===== src/hw/rtl/acsa_pkg.sv =====
package acsa_pkg;

    localparam int CHANNELS_DEF = 12;
    localparam int WINDOW_DEF   = 8;

    localparam int SAMPLE_W = 16;
    localparam int CHAN_W   = 4;
    localparam int MUX_W    = 8;
    localparam int SWEEP_W  = 32;
    localparam int NEG_W    = 4;

    localparam logic [NEG_W-1:0] NEG_RESET = 4'hC;

    // input item modes
    localparam logic MODE_READY = 1'b0;
    localparam logic MODE_DATA  = 1'b1;

    // result kinds
    localparam logic KIND_READ  = 1'b0;
    localparam logic KIND_STORE = 1'b1;

    // queued operations
    localparam logic OP_READ  = 1'b0;
    localparam logic OP_STORE = 1'b1;

    localparam int QUEUE_DEPTH = 2;
    localparam int QP_W        = (QUEUE_DEPTH > 1) ? $clog2(QUEUE_DEPTH) : 1;
    localparam int QC_W        = $clog2(QUEUE_DEPTH + 1);

    typedef struct packed {
        logic                op;
        logic [SAMPLE_W-1:0] sample;
    } acsa_op_t;

    typedef struct packed {
        logic     valid;
        acsa_op_t entry;
    } acsa_push_t;

    typedef struct packed {
        logic clearing;
        logic q_full;
    } acsa_front_status_t;

endpackage


===== src/hw/rtl/acsa_ram.sv =====
module acsa_ram
    import acsa_pkg::*;
#(
    parameter int WIDTH = 16,
    parameter int DEPTH = 96,
    parameter int AW    = (DEPTH > 1) ? $clog2(DEPTH) : 1
)
(
    input  logic             clk,
    input  logic             we,
    input  logic [AW-1:0]    waddr,
    input  logic [WIDTH-1:0] wdata,
    input  logic [AW-1:0]    raddr,
    output logic [WIDTH-1:0] rdata
);

    logic [WIDTH-1:0] mem [DEPTH];
    logic [WIDTH-1:0] rdata_reg;

    always_ff @(posedge clk)
    begin
        if (we)
        begin
            mem[waddr] <= wdata;
        end
        rdata_reg <= mem[raddr];
    end

    assign rdata = rdata_reg;

endmodule


===== src/hw/rtl/acsa_front.sv =====
module acsa_front
    import acsa_pkg::*;
(
    input  logic                clk,
    input  logic                rst_n,
    input  logic                evt_valid,
    output logic                evt_ready,
    input  logic                mode,
    input  logic [SAMPLE_W-1:0] sample,
    input  acsa_front_status_t  status,
    output acsa_push_t          push
);

    logic awaiting_reg, awaiting_next;
    logic settled_reg, settled_next;
    logic accept;

    assign evt_ready = !status.clearing && !status.q_full;
    assign accept    = evt_valid && evt_ready;

    always_comb
    begin
        awaiting_next       = awaiting_reg;
        settled_next        = settled_reg;
        push.valid          = 1'b0;
        push.entry.op       = OP_READ;
        push.entry.sample   = sample;
        if (accept)
        begin
            if (mode == MODE_READY)
            begin
                if (!awaiting_reg)
                begin
                    if (!settled_reg)
                    begin
                        // first data ready after a switch is thrown away
                        settled_next = 1'b1;
                    end
                    else
                    begin
                        awaiting_next = 1'b1;
                        push.valid    = 1'b1;
                        push.entry.op = OP_READ;
                    end
                end
            end
            else if (awaiting_reg && settled_reg)
            begin
                awaiting_next = 1'b0;
                settled_next  = 1'b0;
                push.valid    = 1'b1;
                push.entry.op = OP_STORE;
            end
        end
    end

    always_ff @(posedge clk or negedge rst_n)
    begin
        if (!rst_n)
        begin
            awaiting_reg <= 1'b0;
            settled_reg  <= 1'b0;
        end
        else
        begin
            awaiting_reg <= awaiting_next;
            settled_reg  <= settled_next;
        end
    end

    a_await_settled: assert property (@(posedge clk) disable iff (!rst_n)
        awaiting_reg |-> settled_reg)
        else $error("awaiting data without a settled multiplexer");

endmodule


===== src/hw/rtl/acsa_queue.sv =====
module acsa_queue
    import acsa_pkg::*;
(
    input  logic       clk,
    input  logic       rst_n,
    input  acsa_push_t push,
    output logic       full,
    output logic       head_valid,
    output acsa_op_t   head,
    input  logic       pop
);

    acsa_op_t        ent_reg [QUEUE_DEPTH];
    logic [QP_W-1:0] wr_ptr_reg, wr_ptr_next;
    logic [QP_W-1:0] rd_ptr_reg, rd_ptr_next;
    logic [QC_W-1:0] count_reg, count_next;
    logic            do_push, do_pop;

    assign full       = (count_reg == QC_W'(QUEUE_DEPTH));
    assign head_valid = (count_reg != '0);
    assign head       = ent_reg[rd_ptr_reg];
    assign do_push    = push.valid && !full;
    assign do_pop     = pop && head_valid;

    always_comb
    begin
        wr_ptr_next = wr_ptr_reg;
        rd_ptr_next = rd_ptr_reg;
        count_next  = count_reg;
        if (do_push)
        begin
            wr_ptr_next = (wr_ptr_reg == QP_W'(QUEUE_DEPTH - 1)) ? '0 : wr_ptr_reg + 1'b1;
        end
        if (do_pop)
        begin
            rd_ptr_next = (rd_ptr_reg == QP_W'(QUEUE_DEPTH - 1)) ? '0 : rd_ptr_reg + 1'b1;
        end
        if (do_push && !do_pop)
        begin
            count_next = count_reg + 1'b1;
        end
        else if (do_pop && !do_push)
        begin
            count_next = count_reg - 1'b1;
        end
    end

    always_ff @(posedge clk or negedge rst_n)
    begin
        if (!rst_n)
        begin
            wr_ptr_reg <= '0;
            rd_ptr_reg <= '0;
            count_reg  <= '0;
        end
        else
        begin
            wr_ptr_reg <= wr_ptr_next;
            rd_ptr_reg <= rd_ptr_next;
            count_reg  <= count_next;
        end
    end

    always_ff @(posedge clk)
    begin
        if (do_push)
        begin
            ent_reg[wr_ptr_reg] <= push.entry;
        end
    end

endmodule


===== src/hw/rtl/acsa_back.sv =====
module acsa_back
    import acsa_pkg::*;
#(
    parameter int CHANNELS = CHANNELS_DEF,
    parameter int WINDOW   = WINDOW_DEF
)
(
    input  logic                clk,
    input  logic                rst_n,
    input  logic                q_valid,
    input  acsa_op_t            q_head,
    output logic                q_pop,
    input  logic [NEG_W-1:0]    neg_input,
    output logic                clearing,
    output logic                res_valid,
    input  logic                res_ready,
    output logic                kind,
    output logic [CHAN_W-1:0]   channel,
    output logic [SAMPLE_W-1:0] average,
    output logic [MUX_W-1:0]    mux_byte,
    output logic [SWEEP_W-1:0]  sweep_count
);

    localparam int DEPTH   = CHANNELS * WINDOW;
    localparam int ADDR_W  = (DEPTH > 1) ? $clog2(DEPTH) : 1;
    localparam int CH_W    = (CHANNELS > 1) ? $clog2(CHANNELS) : 1;
    localparam int POS_W   = (WINDOW > 1) ? $clog2(WINDOW) : 1;
    localparam int LOG_W   = $clog2(WINDOW);
    localparam int SUM_W   = SAMPLE_W + LOG_W;
    // floor(s / WINDOW) = (s * RECIP) >> SHIFT, exact for every s below 2**SUM_W
    localparam int SHIFT   = SUM_W + LOG_W;
    localparam int RECIP_W = SUM_W + 2;
    localparam longint RECIP_L =
        ((longint'(1) <<< SHIFT) + longint'(WINDOW) - 64'sd1) / longint'(WINDOW);
    localparam logic [RECIP_W-1:0] RECIP = RECIP_W'(RECIP_L);
    localparam int PROD_W  = SUM_W + RECIP_W;

    localparam logic [2:0] ST_CLEAR = 3'd0;
    localparam logic [2:0] ST_IDLE  = 3'd1;
    localparam logic [2:0] ST_READ  = 3'd2;
    localparam logic [2:0] ST_MUL   = 3'd3;
    localparam logic [2:0] ST_OUT   = 3'd4;

    logic [2:0]          state_reg, state_next;
    logic [ADDR_W-1:0]   clr_addr_reg, clr_addr_next;
    logic [CH_W-1:0]     ch_reg, ch_next;
    logic [POS_W-1:0]    pos_reg, pos_next;
    logic [SWEEP_W-1:0]  sweeps_reg, sweeps_next;
    logic [SUM_W-1:0]    sum_reg [CHANNELS];
    logic                sum_we;
    logic [SUM_W-1:0]    sum_new;

    logic [SAMPLE_W-1:0] sample_reg, sample_next;
    logic [ADDR_W-1:0]   addr_hold_reg, addr_hold_next;
    logic [CH_W-1:0]     chan_hold_reg, chan_hold_next;
    logic [SUM_W-1:0]    acc_reg, acc_next;
    logic [PROD_W-1:0]   prod_reg, prod_next;

    logic                res_valid_reg, res_valid_next;
    logic                kind_reg, kind_next;
    logic [CHAN_W-1:0]   channel_reg, channel_next;
    logic [SAMPLE_W-1:0] average_reg, average_next;
    logic [MUX_W-1:0]    mux_byte_reg, mux_byte_next;
    logic [SWEEP_W-1:0]  sweep_count_reg, sweep_count_next;

    logic                out_free;
    logic                emit;
    logic [ADDR_W-1:0]   cur_addr;
    logic                ram_we;
    logic [ADDR_W-1:0]   ram_waddr;
    logic [SAMPLE_W-1:0] ram_wdata;
    logic [SAMPLE_W-1:0] ram_rdata;

    acsa_ram #(
        .WIDTH (SAMPLE_W),
        .DEPTH (DEPTH),
        .AW    (ADDR_W)
    ) u_hist (
        .clk   (clk),
        .we    (ram_we),
        .waddr (ram_waddr),
        .wdata (ram_wdata),
        .raddr (cur_addr),
        .rdata (ram_rdata)
    );

    assign out_free = !res_valid_reg || res_ready;
    assign cur_addr = ADDR_W'(int'(ch_reg) * WINDOW + int'(pos_reg));
    assign clearing = (state_reg == ST_CLEAR);
    assign sum_new  = sum_reg[ch_reg] - SUM_W'(ram_rdata) + SUM_W'(sample_reg);

    always_comb
    begin
        state_next       = state_reg;
        clr_addr_next    = clr_addr_reg;
        ch_next          = ch_reg;
        pos_next         = pos_reg;
        sweeps_next      = sweeps_reg;
        sum_we           = 1'b0;
        sample_next      = sample_reg;
        addr_hold_next   = addr_hold_reg;
        chan_hold_next   = chan_hold_reg;
        acc_next         = acc_reg;
        prod_next        = prod_reg;
        q_pop            = 1'b0;
        emit             = 1'b0;
        kind_next        = kind_reg;
        channel_next     = channel_reg;
        average_next     = average_reg;
        mux_byte_next    = mux_byte_reg;
        sweep_count_next = sweep_count_reg;
        ram_we           = 1'b0;
        ram_waddr        = addr_hold_reg;
        ram_wdata        = sample_reg;

        unique case (state_reg)
            ST_CLEAR:
            begin
                ram_we    = 1'b1;
                ram_waddr = clr_addr_reg;
                ram_wdata = '0;
                if (clr_addr_reg == ADDR_W'(DEPTH - 1))
                begin
                    state_next = ST_IDLE;
                end
                else
                begin
                    clr_addr_next = clr_addr_reg + 1'b1;
                end
            end
            ST_IDLE:
            begin
                if (q_valid)
                begin
                    if (q_head.op == OP_READ)
                    begin
                        if (out_free)
                        begin
                            q_pop            = 1'b1;
                            emit             = 1'b1;
                            kind_next        = KIND_READ;
                            channel_next     = '0;
                            average_next     = '0;
                            mux_byte_next    = '0;
                            sweep_count_next = sweeps_reg;
                        end
                    end
                    else
                    begin
                        // history entry is read at cur_addr this cycle
                        q_pop          = 1'b1;
                        sample_next    = q_head.sample;
                        addr_hold_next = cur_addr;
                        chan_hold_next = ch_reg;
                        state_next     = ST_READ;
                    end
                end
            end
            ST_READ:
            begin
                ram_we   = 1'b1;
                sum_we   = 1'b1;
                acc_next = sum_new;
                if (int'(ch_reg) == CHANNELS - 1)
                begin
                    ch_next     = '0;
                    sweeps_next = sweeps_reg + 1'b1;
                    pos_next    = (int'(pos_reg) == WINDOW - 1) ? '0 : pos_reg + 1'b1;
                end
                else
                begin
                    ch_next = ch_reg + 1'b1;
                end
                state_next = ST_MUL;
            end
            ST_MUL:
            begin
                prod_next  = PROD_W'(acc_reg) * PROD_W'(RECIP);
                state_next = ST_OUT;
            end
            ST_OUT:
            begin
                if (out_free)
                begin
                    emit             = 1'b1;
                    kind_next        = KIND_STORE;
                    channel_next     = CHAN_W'(chan_hold_reg);
                    average_next     = prod_reg[SHIFT +: SAMPLE_W];
                    mux_byte_next    = {CHAN_W'(ch_reg), neg_input};
                    sweep_count_next = sweeps_reg;
                    state_next       = ST_IDLE;
                end
            end
            default:
            begin
                state_next = ST_IDLE;
            end
        endcase

        if (emit)
        begin
            res_valid_next = 1'b1;
        end
        else if (res_ready)
        begin
            res_valid_next = 1'b0;
        end
        else
        begin
            res_valid_next = res_valid_reg;
        end
    end

    always_ff @(posedge clk or negedge rst_n)
    begin
        if (!rst_n)
        begin
            state_reg     <= ST_CLEAR;
            clr_addr_reg  <= '0;
            ch_reg        <= '0;
            pos_reg       <= '0;
            sweeps_reg    <= '0;
            res_valid_reg <= 1'b0;
            for (int i = 0; i < CHANNELS; i++)
            begin
                sum_reg[i] <= '0;
            end
        end
        else
        begin
            state_reg     <= state_next;
            clr_addr_reg  <= clr_addr_next;
            ch_reg        <= ch_next;
            pos_reg       <= pos_next;
            sweeps_reg    <= sweeps_next;
            res_valid_reg <= res_valid_next;
            if (sum_we)
            begin
                sum_reg[ch_reg] <= sum_new;
            end
        end
    end

    always_ff @(posedge clk)
    begin
        sample_reg      <= sample_next;
        addr_hold_reg   <= addr_hold_next;
        chan_hold_reg   <= chan_hold_next;
        acc_reg         <= acc_next;
        prod_reg        <= prod_next;
        kind_reg        <= kind_next;
        channel_reg     <= channel_next;
        average_reg     <= average_next;
        mux_byte_reg    <= mux_byte_next;
        sweep_count_reg <= sweep_count_next;
    end

    assign res_valid   = res_valid_reg;
    assign kind        = kind_reg;
    assign channel     = channel_reg;
    assign average     = average_reg;
    assign mux_byte    = mux_byte_reg;
    assign sweep_count = sweep_count_reg;

    a_read_to_mul: assert property (@(posedge clk) disable iff (!rst_n)
        (state_reg == ST_READ) |=> (state_reg == ST_MUL))
        else $error("history update did not move on to the multiply");

    a_no_result_clearing: assert property (@(posedge clk) disable iff (!rst_n)
        (state_reg == ST_CLEAR) |-> !res_valid_reg)
        else $error("result shown during history clear");

    a_store_pop: assert property (@(posedge clk) disable iff (!rst_n)
        (state_reg == ST_IDLE && q_valid && q_head.op == OP_STORE) |=>
            (state_reg == ST_READ))
        else $error("store item not taken into the read step");

    a_scan_range: assert property (@(posedge clk) disable iff (!rst_n)
        int'(ch_reg) < CHANNELS)
        else $error("scan index out of range");

endmodule


===== src/hw/rtl/adc_channel_scan_averager_core.sv =====
// Round-robin ADC scan sequencer with a per-channel boxcar average.
// Event channel (evt_valid/evt_ready, mode, sample): mode 0 is a data-ready
// event, mode 1 carries the read data. Items that the scan does not expect
// are swallowed with no result.
// Result channel (res_valid/res_ready): kind 0 asks for a read-data command
// and carries the current sweep count; kind 1 reports the stored channel,
// its new average, the next multiplexer byte and the sweep count.
// Config channel (cfg_valid/cfg_ready, negative_input) is always ready and
// sets the low nibble of the multiplexer byte; write it only while idle.
// A read request passes from the queue to the output register; a stored
// sample passes through the queue, history read, sum update, reciprocal
// multiply and output register. An item can be taken every cycle while the
// two-entry queue has room; a stored sample holds the back end through its
// read, multiply and output states, a read request only until it is emitted.
// After reset the history memory is cleared, one entry a cycle, all
// CHANNELS*WINDOW entries (96 by default); evt_ready stays low meanwhile.
// A stalled receiver holds the result in its output register; the queue
// then fills and evt_ready drops.
module adc_channel_scan_averager_core
    import acsa_pkg::*;
#(
    parameter int CHANNELS = CHANNELS_DEF,
    parameter int WINDOW   = WINDOW_DEF
)
(
    input  logic                clk,
    input  logic                rst_n,
    input  logic                evt_valid,
    output logic                evt_ready,
    input  logic                mode,
    input  logic [SAMPLE_W-1:0] sample,
    output logic                res_valid,
    input  logic                res_ready,
    output logic                kind,
    output logic [CHAN_W-1:0]   channel,
    output logic [SAMPLE_W-1:0] average,
    output logic [MUX_W-1:0]    mux_byte,
    output logic [SWEEP_W-1:0]  sweep_count,
    input  logic                cfg_valid,
    output logic                cfg_ready,
    input  logic [NEG_W-1:0]    negative_input
);

    logic [NEG_W-1:0]   neg_reg;
    acsa_push_t         push;
    acsa_front_status_t front_status;
    logic               q_full;
    logic               q_valid;
    acsa_op_t           q_head;
    logic               q_pop;
    logic               clearing;

    assign cfg_ready = 1'b1;

    always_ff @(posedge clk or negedge rst_n)
    begin
        if (!rst_n)
        begin
            neg_reg <= NEG_RESET;
        end
        else if (cfg_valid && cfg_ready)
        begin
            neg_reg <= negative_input;
        end
    end

    assign front_status.clearing = clearing;
    assign front_status.q_full   = q_full;

    acsa_front u_front (
        .clk       (clk),
        .rst_n     (rst_n),
        .evt_valid (evt_valid),
        .evt_ready (evt_ready),
        .mode      (mode),
        .sample    (sample),
        .status    (front_status),
        .push      (push)
    );

    acsa_queue u_queue (
        .clk        (clk),
        .rst_n      (rst_n),
        .push       (push),
        .full       (q_full),
        .head_valid (q_valid),
        .head       (q_head),
        .pop        (q_pop)
    );

    acsa_back #(
        .CHANNELS (CHANNELS),
        .WINDOW   (WINDOW)
    ) u_back (
        .clk         (clk),
        .rst_n       (rst_n),
        .q_valid     (q_valid),
        .q_head      (q_head),
        .q_pop       (q_pop),
        .neg_input   (neg_reg),
        .clearing    (clearing),
        .res_valid   (res_valid),
        .res_ready   (res_ready),
        .kind        (kind),
        .channel     (channel),
        .average     (average),
        .mux_byte    (mux_byte),
        .sweep_count (sweep_count)
    );

endmodule


===== config.mk =====
export PLATFORM = sky130hd
export DESIGN_NAME = adc_channel_scan_averager_core
export DESIGN_NICKNAME = d
export VERILOG_FILES = /design/src/hw/rtl/acsa_pkg.sv /design/src/hw/rtl/acsa_ram.sv /design/src/hw/rtl/acsa_front.sv /design/src/hw/rtl/acsa_queue.sv /design/src/hw/rtl/acsa_back.sv /design/src/hw/rtl/adc_channel_scan_averager_core.sv
export SDC_FILE = /design/constraint.sdc
export NUM_CORES = 2
export LEC_CHECK = 0
export BUFFER_PORTS_ARGS = -buffer_cell sky130_fd_sc_hd__buf_2
export CORE_MARGIN = 8
export CORE_UTILIZATION = 63
export CTS_CLUSTER_SIZE = 8
export DETAILED_ROUTE_END_ITERATION = 7
export PLACE_DENSITY = 0.8
export SYNTH_ARGS = -nofsm -noshare
export SYNTH_HDL_FRONTEND = slang
export SYNTH_SLANG_ARGS = --single-unit

===== constraint.sdc =====
create_clock -name clk -period 6.45 [get_ports clk]
set_clock_uncertainty 0.1 [all_clocks]
set_input_delay 1.935 -clock clk [delete_from_list [all_inputs] [get_ports clk]]
set_output_delay 1.935 -clock clk [all_outputs]
set_load 0.005 [all_outputs]

==> results.yml <==
cts:
  cts_max_path_buffers: 4
  htreeDepth: 5
  post_cts_buffers: 0
  post_cts_resize_count: 0
  clkLatencyLatePin_ns: 0.90
  cts_hold_buf: 0
  root_buffer: "clkbuf_16"
  clkTransAtPathRegs_ns: 0.05
  tritoncts: "yes"
  cts_buffers: 299
  cts.sinks: 1990
route:
  drc: 0
  via_count: 42228
  wl_mm: 207.5
  drt_iter0_drc: 5915
  wire_per_inst_um: 34.37
  drtPass1Iterations: 6
  ant_nets: 0
  viasPerCell: 6.996
power:
  p_per_area_nw_per_um2: 489.5
  irDropWorstVdd_v: 0.0006234
  power_leakage_nw: 30.39
  finalPower_mw: 43.75
worst_hold_path:
  hp-class: "reg -> reg"
  holdPathEnd: "u_back.prod_reg[25]"
  worstHoldPathCells: 0
  hold_start: "u_back.acc_reg[6]"
timing:
  timing.final.ws_setup_ns: 1.120
  setup_viol: 0
  max_freq_mhz: 187.6
  max_slew_margin_pct: 16.55
  final.setup.tns_ns: 0
  tightestPinTransition_ns: 1.252
  period_minus_slack_ns: 5.330
  period_share_pct: 82.64
  finalHoldViolations: 0
  rsz0062_at_grt: "no"
  drv_slew: 0
logic_synthesis:
  synth-edff-count: 1686
  synth_top_area_share_pct: 64.78
  ys_top_cells_by_area: "edfxtp_1 (65%), mux4_2 (15%), dfrtp_1 (9.2%)"
  ys_seq_elements: 1990
  seq_area_frac_synth_pct: 74.42
  syn_nets: 4034
  netlist_area_um2: 78150
  ys_types: 61
  ys_warn_count: 0
  syn_inst: 3964
  synth_area_leader_cell: "edfxtp_1"
  synth_ff_type: "edfxtp_1"
  synthArstFlopShare_pct: 14.47
  avgSynthCellArea_um2: 19.71
setup_path:
  r2r-end: "u_back.sum_reg[225]"
  r2r_start: "u_back.ch_reg[0]"
  worstPathArrival_ns: 5.94
  r2r_cells: 13
  cp_max_fo: 51
  path_class: "reg -> reg"
  critical_path_required_ns: 7.06
  startpoint_type: "register"
  r2r_slack_ns: 1.12
  crit_path_end_kind: "register"
floorplan:
  die_w_um: 368.2
  core_area_um2: 123500
  initial_core_util_pct: 63.29
  die_area_um2: 135600
  placementRows: 129
  die_y_um: 368.2
  io_pins: 90
place:
  placed_cell_area_um2: 81350
  dp_hpwl_mm: 107.8
  dp_cells: 5650
  gp_congestion: 0.8988
  port-buffer-count: 88
  dp_slack_ns: 1.246
global_routing:
  antenna_found_initial: 4
  grt_pass1_vias: 43436
  grt_max_degree: 117
  track_usage_pct: 30.31
  grt_pass1_wl_mm: 299.3
  overflow: 0
final_layout:
  design_area_um2: 89390
  drive_above_1_share_pct: 27.42
  area_growth_pct: 14.39
  largest_reg_flops: 1536
  final_nets: 4385
  final_cells: 6036
run:
  cap_violations: 0
run_status:
  outcome: "finished, final reports clean"
-- area by class of cell --
type	count	area [um^2]
clock inverter	9	111.4
clock buffer	375	7905
inverter	71	266.5
multi-input combinational	1686	18930
timing repair buffer	267	1957
fill	6628	34080
tap	1637	2048
antenna	1	2.502
sequential	1990	58180
-- where the power goes --
part	total, mW	internal [mW]	switching [mW]
Clock	13.7	8.47	5.24
Combinational	12.3	3.88	8.40
Sequential	17.8	16.9	0.831
-- worst max-delay path: stages, from the launching register on --
cell      delay [ns]
dfrtp_4         0.61
buf_12          0.39
mux4_2          0.56
mux2i_1         0.22
o21ai_0         0.14
fa_1            0.43
ha_1            0.41
and3_1          0.20
a221oi_2        0.32
o21ai_2         0.16
a211oi_1        0.34
o21bai_1        0.13
xnor2_1         0.87
o21ai_0         0.22
-- per-stage QoR --
step	util [%]	hold slack, ns
after detailed placement	65.88	0.3065
after global placement	65.88	0.3006
after CTS	72.38	0.3185
final	72.40	0.3219
after floorplan	-	0.3003
after global routing	72.40	0.3272
-- worst max path at each step --
stage | start | end | slack [ns] | cells past startpoint
finish | u_back.ch_reg[0] | u_back.sum_reg[225] | 1.12 | 13
global route | u_back.ch_reg[0] | u_back.sum_reg[206] | 0.79 | 13
CTS | u_back.ch_reg[0] | u_back.sum_reg[16] | 1.18 | 13
detailed placement | u_back.ch_reg[0] | u_back.sum_reg[16] | 1.25 | 15
global placement | u_back.ch_reg[0] | u_back.sum_reg[16] | 1.29 | 15
floorplan | res_ready | u_back.sweep_count[0] | 1.45 | 2
-- cells by family after synthesis --
logic type | count (synthesis) | share of synthesized area (%)
AOI/OAI and AO/OA | 360 | 2.739
xor gates and xnor gates | 61 | 0.6933
adders and majority gates | 44 | 0.8582
buffers and inverters | 288 | 1.580
DFF | 1990 | 74.42
muxes | 660 | 16.63
other | 1 | 0.004799
and+or+nand+nor | 560 | 3.076
-- layout by cell type, fill, tap and decap left out, types with 65 or more instances in the layout --
cell,instances
edfxtp_1,1686
mux4_2,504
clkbuf_16,305
nand2_1,282
dfrtp_1,281
buf_4,166
nor2_1,141
o21ai_0,134
mux2i_1,99
buf_2,87
clkbuf_1,69
inv_1,65
-- routing by layer --
layer	vias up	GRT usage, %	part of all wire, %
li1	16497	-	-
met1	21807	38.53	34
met2	3270	49.50	50
met3	650	7.202	10
met4	4	15.11	5.6
met5	-	0	0.022
-- synth_stat cells (6+ instances only) --
cell type,instances
a21o_1,14
xor2_1,21
buf_4,14
a21oi_1,62
edfxtp_1,1686
nand2_1,284
xnor2_1,39
buf_2,51
dfxtp_1,16
and3_1,33
mux4_2,504
and4_1,7
o221ai_1,32
nand2b_1,6
inv_1,65
o21ai_1,54
o21ai_0,134
o22ai_1,16
clkbuf_1,126
fa_1,16
ha_1,28
dfrtp_1,286
mux2_2,56
o21ai_2,19
mux2i_1,99
buf_1,21
nor3_1,8
nand4_1,10
nor2_1,158
nand3b_1,12
nand3_1,23
Note: power is estimated with default switching activity, not from simulation.
